### src/sv/dqu_pkg.sv
// Double-ended queue unit: shared types and constants.
// Used by the channel interfaces and the top level; depends on nothing.
package dqu_pkg;

    localparam int CMD_W    = 3;
    localparam int VALUE_W  = 32;
    localparam int POS_W    = 6;
    localparam int STATUS_W = 3;
    localparam int LEN_W    = 7;

    // Operation class, taken from the upper two command bits.
    // The lowest command bit selects the tail end.
    typedef enum logic [1:0] {
        OP_PUT = 2'd0,
        OP_GET = 2'd1,
        OP_ITH = 2'd2,
        OP_REM = 2'd3
    } op_t;

    typedef enum logic [STATUS_W-1:0] {
        ST_OK       = 3'd0,
        ST_EMPTY    = 3'd1,
        ST_RANGE    = 3'd2,
        ST_FULL     = 3'd3,
        ST_NOTFOUND = 3'd4
    } status_t;

    typedef enum logic [2:0] {
        S_IDLE,
        S_EXEC,
        S_RDWAIT,
        S_SEARCH,
        S_SHIFT,
        S_RESP
    } state_t;

endpackage

### src/sv/dqu_req_if.sv
// Command channel of the double-ended queue unit (valid/ready).
// Depends on dqu_pkg for field widths.
interface dqu_req_if
    import dqu_pkg::*;
();
    logic               valid;
    logic               ready;
    logic [CMD_W-1:0]   cmd;
    logic [VALUE_W-1:0] value;
    logic [POS_W-1:0]   position;

    modport source (output valid, output cmd, output value, output position, input ready);
    modport sink   (input valid, input cmd, input value, input position, output ready);
endinterface

### src/sv/dqu_rsp_if.sv
// Result channel of the double-ended queue unit (valid/ready).
// Depends on dqu_pkg for field widths.
interface dqu_rsp_if
    import dqu_pkg::*;
();
    logic                valid;
    logic                ready;
    logic [VALUE_W-1:0]  result_value;
    logic [STATUS_W-1:0] status;
    logic [LEN_W-1:0]    length;

    modport source (output valid, output result_value, output status, output length,
                    input ready);
    modport sink   (input valid, input result_value, input status, input length,
                    output ready);
endinterface

### src/sv/dqu_ram.sv
// Generic simple dual-port RAM: one write port, one read port, registered read.
// No dependencies.
module dqu_ram #(
    parameter int WIDTH = 32,
    parameter int DEPTH = 64
) (
    input  logic                     clk,
    input  logic                     we,
    input  logic [$clog2(DEPTH)-1:0] waddr,
    input  logic [WIDTH-1:0]         wdata,
    input  logic [$clog2(DEPTH)-1:0] raddr,
    output logic [WIDTH-1:0]         rdata
);
    logic [WIDTH-1:0] mem [DEPTH];
    logic [WIDTH-1:0] rdata_reg;

    always_ff @(posedge clk)
    begin
        if (we)
        begin
            mem[waddr] <= wdata;
        end
        rdata_reg <= mem[raddr];
    end

    assign rdata = rdata_reg;
endmodule

### src/sv/double_ended_queue_unit.sv
// Double-ended queue unit, top level. Depends on dqu_pkg, dqu_req_if, dqu_rsp_if, dqu_ram.
//
// A bounded deque of DEPTH words held as a ring in one RAM (registered read, one write
// and one read port per cycle). Each command item gives exactly one result item carrying
// the word, a status and the length after the command. The unit works on one item at a
// time and drops req.ready until that item's result has been loaded into the output
// register; the result then waits there while the next command is taken. Steps from
// acceptance: put, and any command that S_EXEC ends with an error status, go from S_EXEC
// straight to S_RESP; get and ith pass through S_RDWAIT for one RAM read; rem runs
// S_SEARCH, comparing words one per cycle through the single comparator until the first
// match or the whole length, then, if words lie behind the removed one, S_SHIFT, moving
// them one place per cycle to close the gap. Words narrower than 32 bits keep the low
// DATA_WIDTH bits of value; the store needs no clearing after reset, since only written
// entries are ever read.
module double_ended_queue_unit
    import dqu_pkg::*;
#(
    parameter int DEPTH      = 64,
    parameter int DATA_WIDTH = 32
) (
    input  logic      clk,
    input  logic      rst_n,
    dqu_req_if.sink   req,
    dqu_rsp_if.source rsp
);
    localparam int AW = $clog2(DEPTH);       // ring address
    localparam int CW = $clog2(DEPTH + 1);   // count, 0..DEPTH
    localparam int XW = (CW > POS_W) ? CW : POS_W;

    // Ring helpers
    function automatic logic [AW-1:0] ring_inc(input logic [AW-1:0] a);
        return (a == AW'(DEPTH - 1)) ? '0 : a + AW'(1);
    endfunction

    function automatic logic [AW-1:0] ring_dec(input logic [AW-1:0] a);
        return (a == '0) ? AW'(DEPTH - 1) : a - AW'(1);
    endfunction

    function automatic logic [AW-1:0] ring_slot(input logic [AW-1:0] base,
                                                input logic [CW-1:0] i);
        logic [CW:0] sum;
        sum = (CW+1)'(base) + (CW+1)'(i);
        if (sum >= (CW+1)'(DEPTH))
        begin
            sum = sum - (CW+1)'(DEPTH);
        end
        return sum[AW-1:0];
    endfunction

    // Control state
    state_t          state_reg, state_next;
    logic [AW-1:0]   head_reg, head_next;
    logic [CW-1:0]   count_reg, count_next;
    logic            out_valid_reg, out_valid_next;

    // Latched command
    logic [CMD_W-1:0]      cmd_reg, cmd_next;
    logic [DATA_WIDTH-1:0] val_reg, val_next;
    logic [POS_W-1:0]      pos_reg, pos_next;

    // Search / compaction bookkeeping
    logic [CW-1:0] idx_reg, idx_next;     // logical index of the word being compared
    logic [CW-1:0] k_reg, k_next;         // words compared so far
    logic [CW-1:0] mv_reg, mv_next;       // words still to move down
    logic [AW-1:0] rd_addr_reg, rd_addr_next;
    logic [AW-1:0] wr_addr_reg, wr_addr_next;

    // Pending result and output register
    logic [VALUE_W-1:0] res_val_reg, res_val_next;
    status_t            res_st_reg, res_st_next;
    logic [VALUE_W-1:0] out_value_reg, out_value_next;
    status_t            out_status_reg, out_status_next;
    logic [LEN_W-1:0]   out_len_reg, out_len_next;

    // RAM port
    logic                  ram_we;
    logic [AW-1:0]         ram_waddr;
    logic [DATA_WIDTH-1:0] ram_wdata;
    logic [AW-1:0]         ram_raddr;
    logic [DATA_WIDTH-1:0] ram_rdata;

    // Shared slot adder: ring address of a logical index from the head
    logic [CW-1:0] slot_idx;
    logic [AW-1:0] slot_addr;

    op_t           op;
    logic          tail;
    logic [CW-1:0] mv_calc;

    assign op        = op_t'(cmd_reg[CMD_W-1:1]);
    assign tail      = cmd_reg[0];
    assign slot_addr = ring_slot(head_reg, slot_idx);
    assign mv_calc   = count_reg - CW'(1) - idx_reg;

    dqu_ram #(
        .WIDTH (DATA_WIDTH),
        .DEPTH (DEPTH)
    ) u_store (
        .clk   (clk),
        .we    (ram_we),
        .waddr (ram_waddr),
        .wdata (ram_wdata),
        .raddr (ram_raddr),
        .rdata (ram_rdata)
    );

    always_comb
    begin
        state_next      = state_reg;
        head_next       = head_reg;
        count_next      = count_reg;
        out_valid_next  = out_valid_reg;
        cmd_next        = cmd_reg;
        val_next        = val_reg;
        pos_next        = pos_reg;
        idx_next        = idx_reg;
        k_next          = k_reg;
        mv_next         = mv_reg;
        rd_addr_next    = rd_addr_reg;
        wr_addr_next    = wr_addr_reg;
        res_val_next    = res_val_reg;
        res_st_next     = res_st_reg;
        out_value_next  = out_value_reg;
        out_status_next = out_status_reg;
        out_len_next    = out_len_reg;
        ram_we          = 1'b0;
        ram_waddr       = wr_addr_reg;
        ram_wdata       = val_reg;
        ram_raddr       = rd_addr_reg;
        slot_idx        = '0;
        req.ready       = 1'b0;

        // Output register drains independently of the sequencer
        if (out_valid_reg && rsp.ready)
        begin
            out_valid_next = 1'b0;
        end

        case (state_reg)
            S_IDLE:
            begin
                req.ready = 1'b1;
                if (req.valid)
                begin
                    cmd_next   = req.cmd;
                    val_next   = DATA_WIDTH'(req.value);
                    pos_next   = req.position;
                    state_next = S_EXEC;
                end
            end

            S_EXEC:
            begin
                res_val_next = '0;
                res_st_next  = ST_OK;
                state_next   = S_RESP;
                case (op)
                    OP_PUT:
                    begin
                        if (count_reg == CW'(DEPTH))
                        begin
                            res_st_next = ST_FULL;
                        end
                        else if (tail)
                        begin
                            slot_idx   = count_reg;
                            ram_we     = 1'b1;
                            ram_waddr  = slot_addr;
                            count_next = count_reg + CW'(1);
                        end
                        else
                        begin
                            ram_we     = 1'b1;
                            ram_waddr  = ring_dec(head_reg);
                            head_next  = ring_dec(head_reg);
                            count_next = count_reg + CW'(1);
                        end
                    end

                    OP_GET:
                    begin
                        if (count_reg == '0)
                        begin
                            res_st_next = ST_EMPTY;
                        end
                        else
                        begin
                            slot_idx   = tail ? count_reg - CW'(1) : '0;
                            ram_raddr  = slot_addr;
                            state_next = S_RDWAIT;
                        end
                    end

                    OP_ITH:
                    begin
                        if (XW'(pos_reg) >= XW'(count_reg))
                        begin
                            res_st_next = ST_RANGE;
                        end
                        else
                        begin
                            slot_idx   = tail ? count_reg - CW'(1) - CW'(pos_reg)
                                              : CW'(pos_reg);
                            ram_raddr  = slot_addr;
                            state_next = S_RDWAIT;
                        end
                    end

                    OP_REM:
                    begin
                        if (count_reg == '0)
                        begin
                            res_st_next = ST_NOTFOUND;
                        end
                        else
                        begin
                            // first word to compare: nearest the chosen end
                            slot_idx     = tail ? count_reg - CW'(1) : '0;
                            ram_raddr    = slot_addr;
                            rd_addr_next = slot_addr;
                            idx_next     = slot_idx;
                            k_next       = '0;
                            state_next   = S_SEARCH;
                        end
                    end

                    default:
                    begin
                        state_next = S_RESP;
                    end
                endcase
            end

            S_RDWAIT:
            begin
                res_val_next = VALUE_W'(ram_rdata);
                if (op == OP_GET)
                begin
                    count_next = count_reg - CW'(1);
                    if (!tail)
                    begin
                        head_next = ring_inc(head_reg);
                    end
                end
                state_next = S_RESP;
            end

            S_SEARCH:
            begin
                // ram_rdata holds the word at rd_addr_reg
                if (ram_rdata == val_reg)
                begin
                    res_val_next = VALUE_W'(ram_rdata);
                    if (mv_calc != '0)
                    begin
                        ram_raddr    = ring_inc(rd_addr_reg);
                        rd_addr_next = ring_inc(rd_addr_reg);
                        wr_addr_next = rd_addr_reg;
                        mv_next      = mv_calc;
                        state_next   = S_SHIFT;
                    end
                    else
                    begin
                        count_next = count_reg - CW'(1);
                        state_next = S_RESP;
                    end
                end
                else if (k_reg + CW'(1) < count_reg)
                begin
                    ram_raddr    = tail ? ring_dec(rd_addr_reg) : ring_inc(rd_addr_reg);
                    rd_addr_next = ram_raddr;
                    idx_next     = tail ? idx_reg - CW'(1) : idx_reg + CW'(1);
                    k_next       = k_reg + CW'(1);
                end
                else
                begin
                    res_st_next = ST_NOTFOUND;
                    state_next  = S_RESP;
                end
            end

            S_SHIFT:
            begin
                // move the word read last cycle one place towards the head
                ram_we       = 1'b1;
                ram_waddr    = wr_addr_reg;
                ram_wdata    = ram_rdata;
                wr_addr_next = rd_addr_reg;
                if (mv_reg > CW'(1))
                begin
                    ram_raddr    = ring_inc(rd_addr_reg);
                    rd_addr_next = ring_inc(rd_addr_reg);
                    mv_next      = mv_reg - CW'(1);
                end
                else
                begin
                    count_next = count_reg - CW'(1);
                    state_next = S_RESP;
                end
            end

            S_RESP:
            begin
                if (!out_valid_reg || rsp.ready)
                begin
                    out_valid_next  = 1'b1;
                    out_value_next  = res_val_reg;
                    out_status_next = res_st_reg;
                    out_len_next    = LEN_W'(count_reg);
                    state_next      = S_IDLE;
                end
            end

            default:
            begin
                state_next = S_IDLE;
            end
        endcase
    end

    always_ff @(posedge clk or negedge rst_n)
    begin
        if (!rst_n)
        begin
            state_reg     <= S_IDLE;
            head_reg      <= '0;
            count_reg     <= '0;
            out_valid_reg <= 1'b0;
        end
        else
        begin
            state_reg     <= state_next;
            head_reg      <= head_next;
            count_reg     <= count_next;
            out_valid_reg <= out_valid_next;
        end
    end

    always_ff @(posedge clk)
    begin
        cmd_reg        <= cmd_next;
        val_reg        <= val_next;
        pos_reg        <= pos_next;
        idx_reg        <= idx_next;
        k_reg          <= k_next;
        mv_reg         <= mv_next;
        rd_addr_reg    <= rd_addr_next;
        wr_addr_reg    <= wr_addr_next;
        res_val_reg    <= res_val_next;
        res_st_reg     <= res_st_next;
        out_value_reg  <= out_value_next;
        out_status_reg <= out_status_next;
        out_len_reg    <= out_len_next;
    end

    assign rsp.valid        = out_valid_reg;
    assign rsp.result_value = out_value_reg;
    assign rsp.status       = out_status_reg;
    assign rsp.length       = out_len_reg;
endmodule
### src/flat_wrapper.sv
// flat-port wrapper written by rule: the top's interface ports become plain ports
module double_ended_queue_unit_flat import dqu_pkg::*;
#(
    parameter int DEPTH      = 64,
    parameter int DATA_WIDTH = 32
)
  (clk, rst_n, req_valid, req_cmd, req_value, req_position, req_ready, rsp_valid, rsp_result_value, rsp_status, rsp_length, rsp_ready);
  dqu_req_if req_i ();
  dqu_rsp_if rsp_i ();
  input  logic clk;
  input  logic rst_n;
  input wire logic [$bits(req_i.valid)-1:0] req_valid;
  input wire logic [$bits(req_i.cmd)-1:0] req_cmd;
  input wire logic [$bits(req_i.value)-1:0] req_value;
  input wire logic [$bits(req_i.position)-1:0] req_position;
  output wire logic [$bits(req_i.ready)-1:0] req_ready;
  output wire logic [$bits(rsp_i.valid)-1:0] rsp_valid;
  output wire logic [$bits(rsp_i.result_value)-1:0] rsp_result_value;
  output wire logic [$bits(rsp_i.status)-1:0] rsp_status;
  output wire logic [$bits(rsp_i.length)-1:0] rsp_length;
  input wire logic [$bits(rsp_i.ready)-1:0] rsp_ready;
  assign req_i.valid = req_valid;
  assign req_i.cmd = req_cmd;
  assign req_i.value = req_value;
  assign req_i.position = req_position;
  assign req_ready = req_i.ready;
  assign rsp_valid = rsp_i.valid;
  assign rsp_result_value = rsp_i.result_value;
  assign rsp_status = rsp_i.status;
  assign rsp_length = rsp_i.length;
  assign rsp_i.ready = rsp_ready;
  double_ended_queue_unit #(.DEPTH(DEPTH), .DATA_WIDTH(DATA_WIDTH)) u_core (.clk(clk), .rst_n(rst_n), .req(req_i), .rsp(rsp_i));
endmodule
### config.mk
export PLATFORM = sky130hd
export DESIGN_NAME = double_ended_queue_unit_flat
export DESIGN_NICKNAME = d
export VERILOG_FILES = /design/src/sv/dqu_pkg.sv /design/src/sv/dqu_req_if.sv /design/src/sv/dqu_rsp_if.sv /design/src/sv/dqu_ram.sv /design/src/sv/double_ended_queue_unit.sv /design/src/flat_wrapper.sv
export SDC_FILE = /design/constraint.sdc
export NUM_CORES = 2
export LEC_CHECK = 0
export ABC_CLOCK_PERIOD_IN_PS = 8200
export BUFFER_PORTS_ARGS = -buffer_cell sky130_fd_sc_hd__buf_4
export CORE_MARGIN = 10
export CORE_UTILIZATION = 50
export DETAILED_ROUTE_END_ITERATION = 10
export PLACE_DENSITY = 0.65
export SLEW_MARGIN = 40
export SYNTH_ARGS = -nofsm -noshare
export SYNTH_HDL_FRONTEND = slang
export SYNTH_SLANG_ARGS = --single-unit
export TNS_END_PERCENT = 30
### constraint.sdc
create_clock -name clk -period 8.2 [get_ports clk]
set_input_delay 0.41 -clock clk [delete_from_list [all_inputs] [get_ports clk]]
set_output_delay 0.41 -clock clk [all_outputs]
set_load 0.03 [all_outputs]
* Word-level counts from Yosys, hierarchy flattened *
Memories as Yosys holds them, arrays and structs flattened. A register that Yosys moved wholly into a read port is not among the register bits.
Index checks and enable logic that the tools add are counted.

operators by class
  add/sub/neg operators = 14
  magnitude comparators = 4
  eq/ne operators = 30
  mux-type cells = 90
  reductions and logical operators = 27

operators by type and width
  kind                                                   number
  two-way mux 7 bit                                      25
  two-way mux 6 bit                                      24
  one-hot mux 32 bit (3 select lines)                    1
  two-way mux 32 bit                                     2
  one-hot mux 7 bit (2 select lines)                     3
  one-hot mux 6 bit (2 select lines)                     3
  one-hot mux 6 bit (3 select lines)                     2
  two-way mux 3 bit                                      11
  == test 32 bit                                         1
  one-hot mux 7 bit (4 select lines)                     1
  adder 7 x 1 -> 7 bit, second input constant            3
  one-hot mux 7 bit (3 select lines)                     1
  subtractor 7 x 1 -> 7 bit, second input constant       3
  inequality test 2 bit, second input constant           10
  one-hot mux 3 bit (6 select lines)                     1
  subtractor 6 x 1 -> 6 bit, second input constant       3
  inequality test 2 x 1 -> 1 bit, second input constant  7
  adder 6 x 1 -> 6 bit, second input constant            2
  == test 6 bit, second input constant                   2
  zero test 6 bit                                        2
  one-hot mux 3 bit (4 select lines)                     1
  two-way mux 1 bit                                      10
  one-hot mux 3 bit (3 select lines)                     1
  adder 6 x 7 -> 8 bit                                   1
  other kinds (33)                                       45

word-level totals
  bits in registers = 168
  memory bits (writable) = 2048
  bits of input ports = 45
  output and inout bits = 44
  word-level logic and storage cells = 183
  memories = 1

memory list
  name                depth  bits a word  rd ports  clocked after Yosys merged registers in  write ports  RTL line       text
  u_core.u_store.mem  64     32           1         1                                        1            dqu_ram.sv:14  logic [WIDTH-1:0] mem [DEPTH];

* Logic depth before layout (Yosys ltp) *
  word-level depth = 13
  mapped depth = 26
  gate-level depth less buffers = 24

* Modules after synthesis *
A second synthesis with hierarchy kept.

unflattened totals
  cell total of the unflattened synthesis = 4466
  area, all modules = 88700.1 um^2

by module, submodules not included
  module                   instances  cells an instance  area an instance (um^2)  sequential area each (um^2)
  dqu_ram                  1          3511               79039.6                  62139.6
  double_ended_queue_unit  1          955                9660.5                   4959.8

* Worst setup path after synthesis *
OpenSTA, ideal clock, no wires.

  path type = register -> register
  start point = reg u_core.count_reg[2]
  end point = mem u_core.u_store.mem[40][0] (enable)
  setup time = 0.421 ns
  data arrival time = 5.584 ns
  required time = 7.779 ns
  slack = 2.195 ns
  stages on the path, launching flop included = 21
  path buffers = 1
  period minus slack after synthesis = 6.005 ns
  path through = dfrtp_1 > inv_1 > ha_1 > a21o_1 > a31oi_1 > o21a_1 > o21ai_0 > clkbuf_1 > o22ai_1 > a21oi_1 > o32ai_1 > ha_1 > and3_1 > o21ai_0 > o311ai_1 > xnor2_1 > nor2_1 > a21oi_1 > o21ai_0 > nand2_1 > nor2_1

between the ends
  word-level cells in the longest chain between the ends = 13
  elaborated cells on any way between the ends = 26
  those cells by class = add/sub (4); order compare (2); eq/ne (1); mux (18); reduce/logical (1)

RTL lines
  what                                                                                     RTL line                                                                                        text
  from (decl)                                                                              double_ended_queue_unit.sv:53                                                                   logic [CW-1:0] count_reg, count_next;
  from (signal assigned)                                                                   double_ended_queue_unit.sv:334                                                                  count_reg <= count_next;
  subtractor 7 x 1 -> 7 bit                                                                double_ended_queue_unit.sv:188, double_ended_queue_unit.sv:202, double_ended_queue_unit.sv:218
  subtractor 7 x 6 -> 7 bit                                                                double_ended_queue_unit.sv:202                                                                  slot_idx = tail ? count_reg - CW'(1) - CW'(pos_reg)
  two-way mux 7 bit                                                                        double_ended_queue_unit.sv:202
  two-way mux 7 bit                                                                        double_ended_queue_unit.sv:196                                                                  if (XW'(pos_reg) >= XW'(count_reg))
  one-hot mux 7 bit (3 select lines)                                                       double_ended_queue_unit.sv:157                                                                  case (op)
  two-way mux 7 bit                                                                        double_ended_queue_unit.sv:139                                                                  case (state_reg)
  adder 6 x 7 -> 8 bit                                                                     double_ended_queue_unit.sv:42                                                                   sum = (CW+1)'(base) + (CW+1)'(i);
  greater-or-equal comparator 8 x 7 -> 1 bit or subtractor 6 x 1 -> 6 bit (tied branches)  double_ended_queue_unit.sv:43, double_ended_queue_unit.sv:45
  two-way mux 6 bit                                                                        double_ended_queue_unit.sv:43                                                                   if (sum >= (CW+1)'(DEPTH))
  two-way mux 6 bit                                                                        double_ended_queue_unit.sv:164                                                                  else if (tail)
  two-way mux 6 bit                                                                        double_ended_queue_unit.sv:160                                                                  if (count_reg == CW'(DEPTH))
  two-way mux 6 bit                                                                        double_ended_queue_unit.sv:157
  two-way mux 6 bit                                                                        double_ended_queue_unit.sv:139
  to (decl)                                                                                dqu_ram.sv:14

Parallel ways exist; a longest one is shown, timed or not.

* Final worst setup path *
  start point = reg u_core.count_reg[0]
  end point = reg u_core.u_store.rdata_reg[1], in the netlist u_core.u_store.rdata[1] (read register of u_core.u_store.mem)

between the ends
  word-level cells in the longest chain between the ends = 12
  elaborated cells on any way between the ends = 27
  those cells by class = add/sub (5); order compare (3); eq/ne (1); mux (16); reduce/logical (2)

RTL lines
  what                                                                                     RTL line                                                                                        text
  subtractor 7 x 1 -> 7 bit                                                                --
  subtractor 7 x 6 -> 7 bit                                                                double_ended_queue_unit.sv:202
  two-way mux 7 bit                                                                        double_ended_queue_unit.sv:202
  two-way mux 7 bit                                                                        double_ended_queue_unit.sv:196
  one-hot mux 7 bit (3 select lines)                                                       double_ended_queue_unit.sv:157
  two-way mux 7 bit                                                                        double_ended_queue_unit.sv:139
  adder 6 x 7 -> 8 bit                                                                     double_ended_queue_unit.sv:42
  greater-or-equal comparator 8 x 7 -> 1 bit or subtractor 6 x 1 -> 6 bit (tied branches)  double_ended_queue_unit.sv:43, double_ended_queue_unit.sv:45
  two-way mux 6 bit                                                                        double_ended_queue_unit.sv:43
  two-way mux 6 bit (on tied branches)                                                     double_ended_queue_unit.sv:182, double_ended_queue_unit.sv:211, double_ended_queue_unit.sv:196
  one-hot mux 6 bit (2 select lines)                                                       double_ended_queue_unit.sv:157
  one-hot mux 6 bit (3 select lines) (*)                                                   double_ended_queue_unit.sv:139
  to (decl)                                                                                dqu_ram.sv:15                                                                                   logic [WIDTH-1:0] rdata_reg;

Mark *: on every way between the ends. The rest lies on a longest branch, timed or not.
A chain may end at the register's enable or synchronous reset.

==> results.py <==
metrics = {
    "clock_tree": {
        "cts_resized": 0,
        "ctsHtreeMaxLevel": 4,
        "root_buffer": "clkbuf_16",
        "cts_sinks": 2248,
        "cts_tree": "yes",
        "cts_made_buffers": 218,
        "cts_max_path_buffers": 3,
        "clk_latency_ns": 0.86,
        "clk_pin_slew_ns": 0.06,
    },
    "place": {
        "gp_congestion": 0.8720,
        "hpwl_um": 144900,
        "post_dp_cell_area_um2": 94320,
        "io_buffers": 88,
    },
    "grt": {
        "grt_util_met1": 0.3472,
        "use_met2": 0.3771,
        "grt_use_met3": 0.05518,
        "grt_pass1_vias": 50930,
        "grt_max_degree": 99,
        "antenna_found_initial": 9,
        "top_usage_layer": "met2",
        "grt_pass1_wl_um": 356700,
        "grt_overflow": 0,
        "grt_usage": 0.2437,
    },
    "die": {
        "die_height_um": 442.4,
        "dieArea_um2": 195700,
        "initial_core_util": 0.5049,
        "die_w_um": 442.4,
        "placeableCoreArea_um2": 176700,
        "rows": 154,
        "ios": 89,
    },
    "detailed_routing": {
        "drc_errors": 0,
        "drtIter0Drc": 7029,
        "viasPerCell": 6.158,
        "ant_nets": 0,
        "drt-total-wl_um": 245200,
        "post_drt_wl_per_cell_um": 28.37,
        "first_pass_iters": 6,
        "vias": 53220,
    },
    "outcome": {
        "status": "completed",
    },
    "synthesis": {
        "synth_ff_type": "edfxtp_1",
        "syn_area_per_cell_um2": 15.24,
        "synthArstFlopShare": 0.007562,
        "yosysWarnings": 0,
        "synth_area_um2": 89210,
        "seq_area_frac_synth": 0.7522,
        "syn-num-nets": 5946,
        "synth_edf_count": 2199,
        "ys_types": 73,
        "ys_seq_elements": 2248,
        "synth_cells": 5853,
    },
    "finish": {
        "area_growth_pct": 14.33,
        "fin_area_um2": 102000,
        "largest_reg_flops": 2048,
        "regMostFlops": "u_core.u_store.mem",
        "nets": 6203,
        "fillCellCount": 13270,
        "layout-drive-gt1-share": 0.1265,
    },
    "setup_path": {
        "worstPathRequired_ns": 8.91,
        "crit_type": "register to register",
        "rr_startpoint": "u_core.count_reg[0]",
        "arrival_ns": 8.01,
        "startpoint": "u_core.count_reg[0]",
        "worst-path-max-fanout": 68,
        "startpoint_type": "register",
        "crit_path_end_kind": "register",
    },
    "timing": {
        "finalClockSkew_ns": 0.03707,
        "rsz0062_at_grt": "false",
        "tightest_slew_ns": 0.9139,
        "fin_setup_tns_ns": 0,
        "slew_headroom": 0.3907,
        "finalCritPeriodShare": 0.8901,
        "max_freq_mhz": 137.0,
        "hold_viol_final": 0,
        "min_period_ns": 7.299,
        "finalMaxSlewViolations": 0,
        "setup_viol": 0,
    },
    "min_path": {
        "worst_hold_path_type": "input pin to async pin",
    },
    "run": {
        "drv_cap": 0,
    },
}
[through the flow]
stage	hold WS (ns)	worst slack (ns)	utilization	std cells
2_1_floorplan	0.1144	2.195	-	5853
3_3_place_gp	0.3123	0.7083	0.5319	8175
3_5_place_dp	0.3136	1.079	0.5338	8183
4_1_cts	0.2108	0.9634	0.5768	8639
5_1_grt	0.1781	0.5892	0.5772	8641
6_report	0.1683	0.9015	0.5772	8642
[area by class of cell]
class	count	area [um^2]	share of cell area
clock buffers	273	5806	0.05692
multi-input cells	3231	21260	0.2084
well taps	2340	2928	0.02871
clock inverters	138	1340	0.01314
diodes	1	2.502	0.00002454
flip-flops and latches	2248	67100	0.6579
inverters	39	146.4	0.001435
repair buffers	372	3412	0.03345
[routing by layer]
metal | vias to the layer above | share of wire
li1 | 23060 | -
met1 | 26930 | 0.41
met2 | 2824 | 0.46
met3 | 393 | 0.11
met4 | 4 | 0.026
met5 | - | 0.000065
[synthesized netlist by cell type (63+ instances only)]
cell | n | share of area
nor2_1 | 195 | 0.0082
or4_1 | 99 | 0.0083
buf_2 | 102 | 0.0057
nor4_1 | 71 | 0.0050
clkbuf_1 | 160 | 0.0067
o22ai_1 | 298 | 0.021
a21oi_1 | 309 | 0.017
mux2i_1 | 614 | 0.069
nand2_1 | 938 | 0.039
and3_1 | 76 | 0.0053
a311oi_1 | 63 | 0.0062
edfxtp_1 | 2199 | 0.74
[layout by cell type, fill, tap and decap left out, types with 12 or more instances in the layout]
cell type	instances
dfxtp_1	32
nand2_4	22
or3_1	34
dlygate4sd3_1	44
buf_12	34
nor2_4	65
nor4_2	12
clkinv_2	39
and2_1	44
nor2_1	130
nand2b_1	13
o22ai_1	298
nand3_1	35
nand2_1	892
and3_1	76
nand4_1	13
o21ai_0	41
dfrtp_1	17
mux2i_1	614
nor3_1	52
a21oi_1	309
inv_1	37
edfxtp_1	2199
ha_1	44
clkbuf_16	221
clkinv_1	58
clkbuf_1	44
or4_1	99
nand2_2	24
a311oi_1	62
xnor2_1	59
buf_4	286
o221ai_1	31
o32ai_1	36
bufinv_16	20
nor4_1	57
a21o_1	16
[worst max-delay path, cell delays in order, from the launching register on]
cell	delay, ns
dfrtp_1	0.58
or3_1	0.47
o31a_1	0.30
nor2_1	0.31
inv_2	0.12
ha_1	0.41
and3b_1	0.20
a211oi_1	0.22
o211ai_1	0.23
a2111oi_4	0.64
mux2i_1	0.29
o31ai_4	0.64
buf_6	0.28
buf_12	0.33
buf_4	0.46
mux2i_1	0.30
o22ai_1	0.16
or4_1	0.55
o22ai_1	0.44
nor3_1	0.14
[cell families (layout without fill, tap and decap cells)]
group                      Yosys count  after routing  share of synthesized area
other                                0              1                          0
adders and majority gates           48             48                   0.007069
and+or+nand+nor                   1611           1611                    0.08166
buffers and inverters              374            822                    0.02015
AOI/OAI and AO/OA                  887            887                    0.06306
DFF                               2248           2248                     0.7522
xor gates and xnor gates            70             70                   0.006873
muxes                              615            615                    0.06902
[repair_timing]
action,CTS,global route
setup buffers,0,0
hold endpoints to repair,60,0
hold buffers,45,0
[path summary, 6_finish.rpt]
path                                          endpoint  slack [ns]  cells after the start
hold reg to reg            u_core.rsp.result_value[16]        0.42                      0
max in group asynchronous           u_core.head_reg[1]        7.68                      3
setup / recovery               u_core.u_store.rdata[1]        0.90                     19
min in group clk                     u_core.val_reg[2]        0.27                      2
hold / removal                     u_core.count_reg[5]        0.17                      3
setup reg to reg               u_core.u_store.rdata[1]        0.90                     19
Power is not shown: default switching activity piles up to over one toggle a cycle in this logic, so the estimate is an artifact.
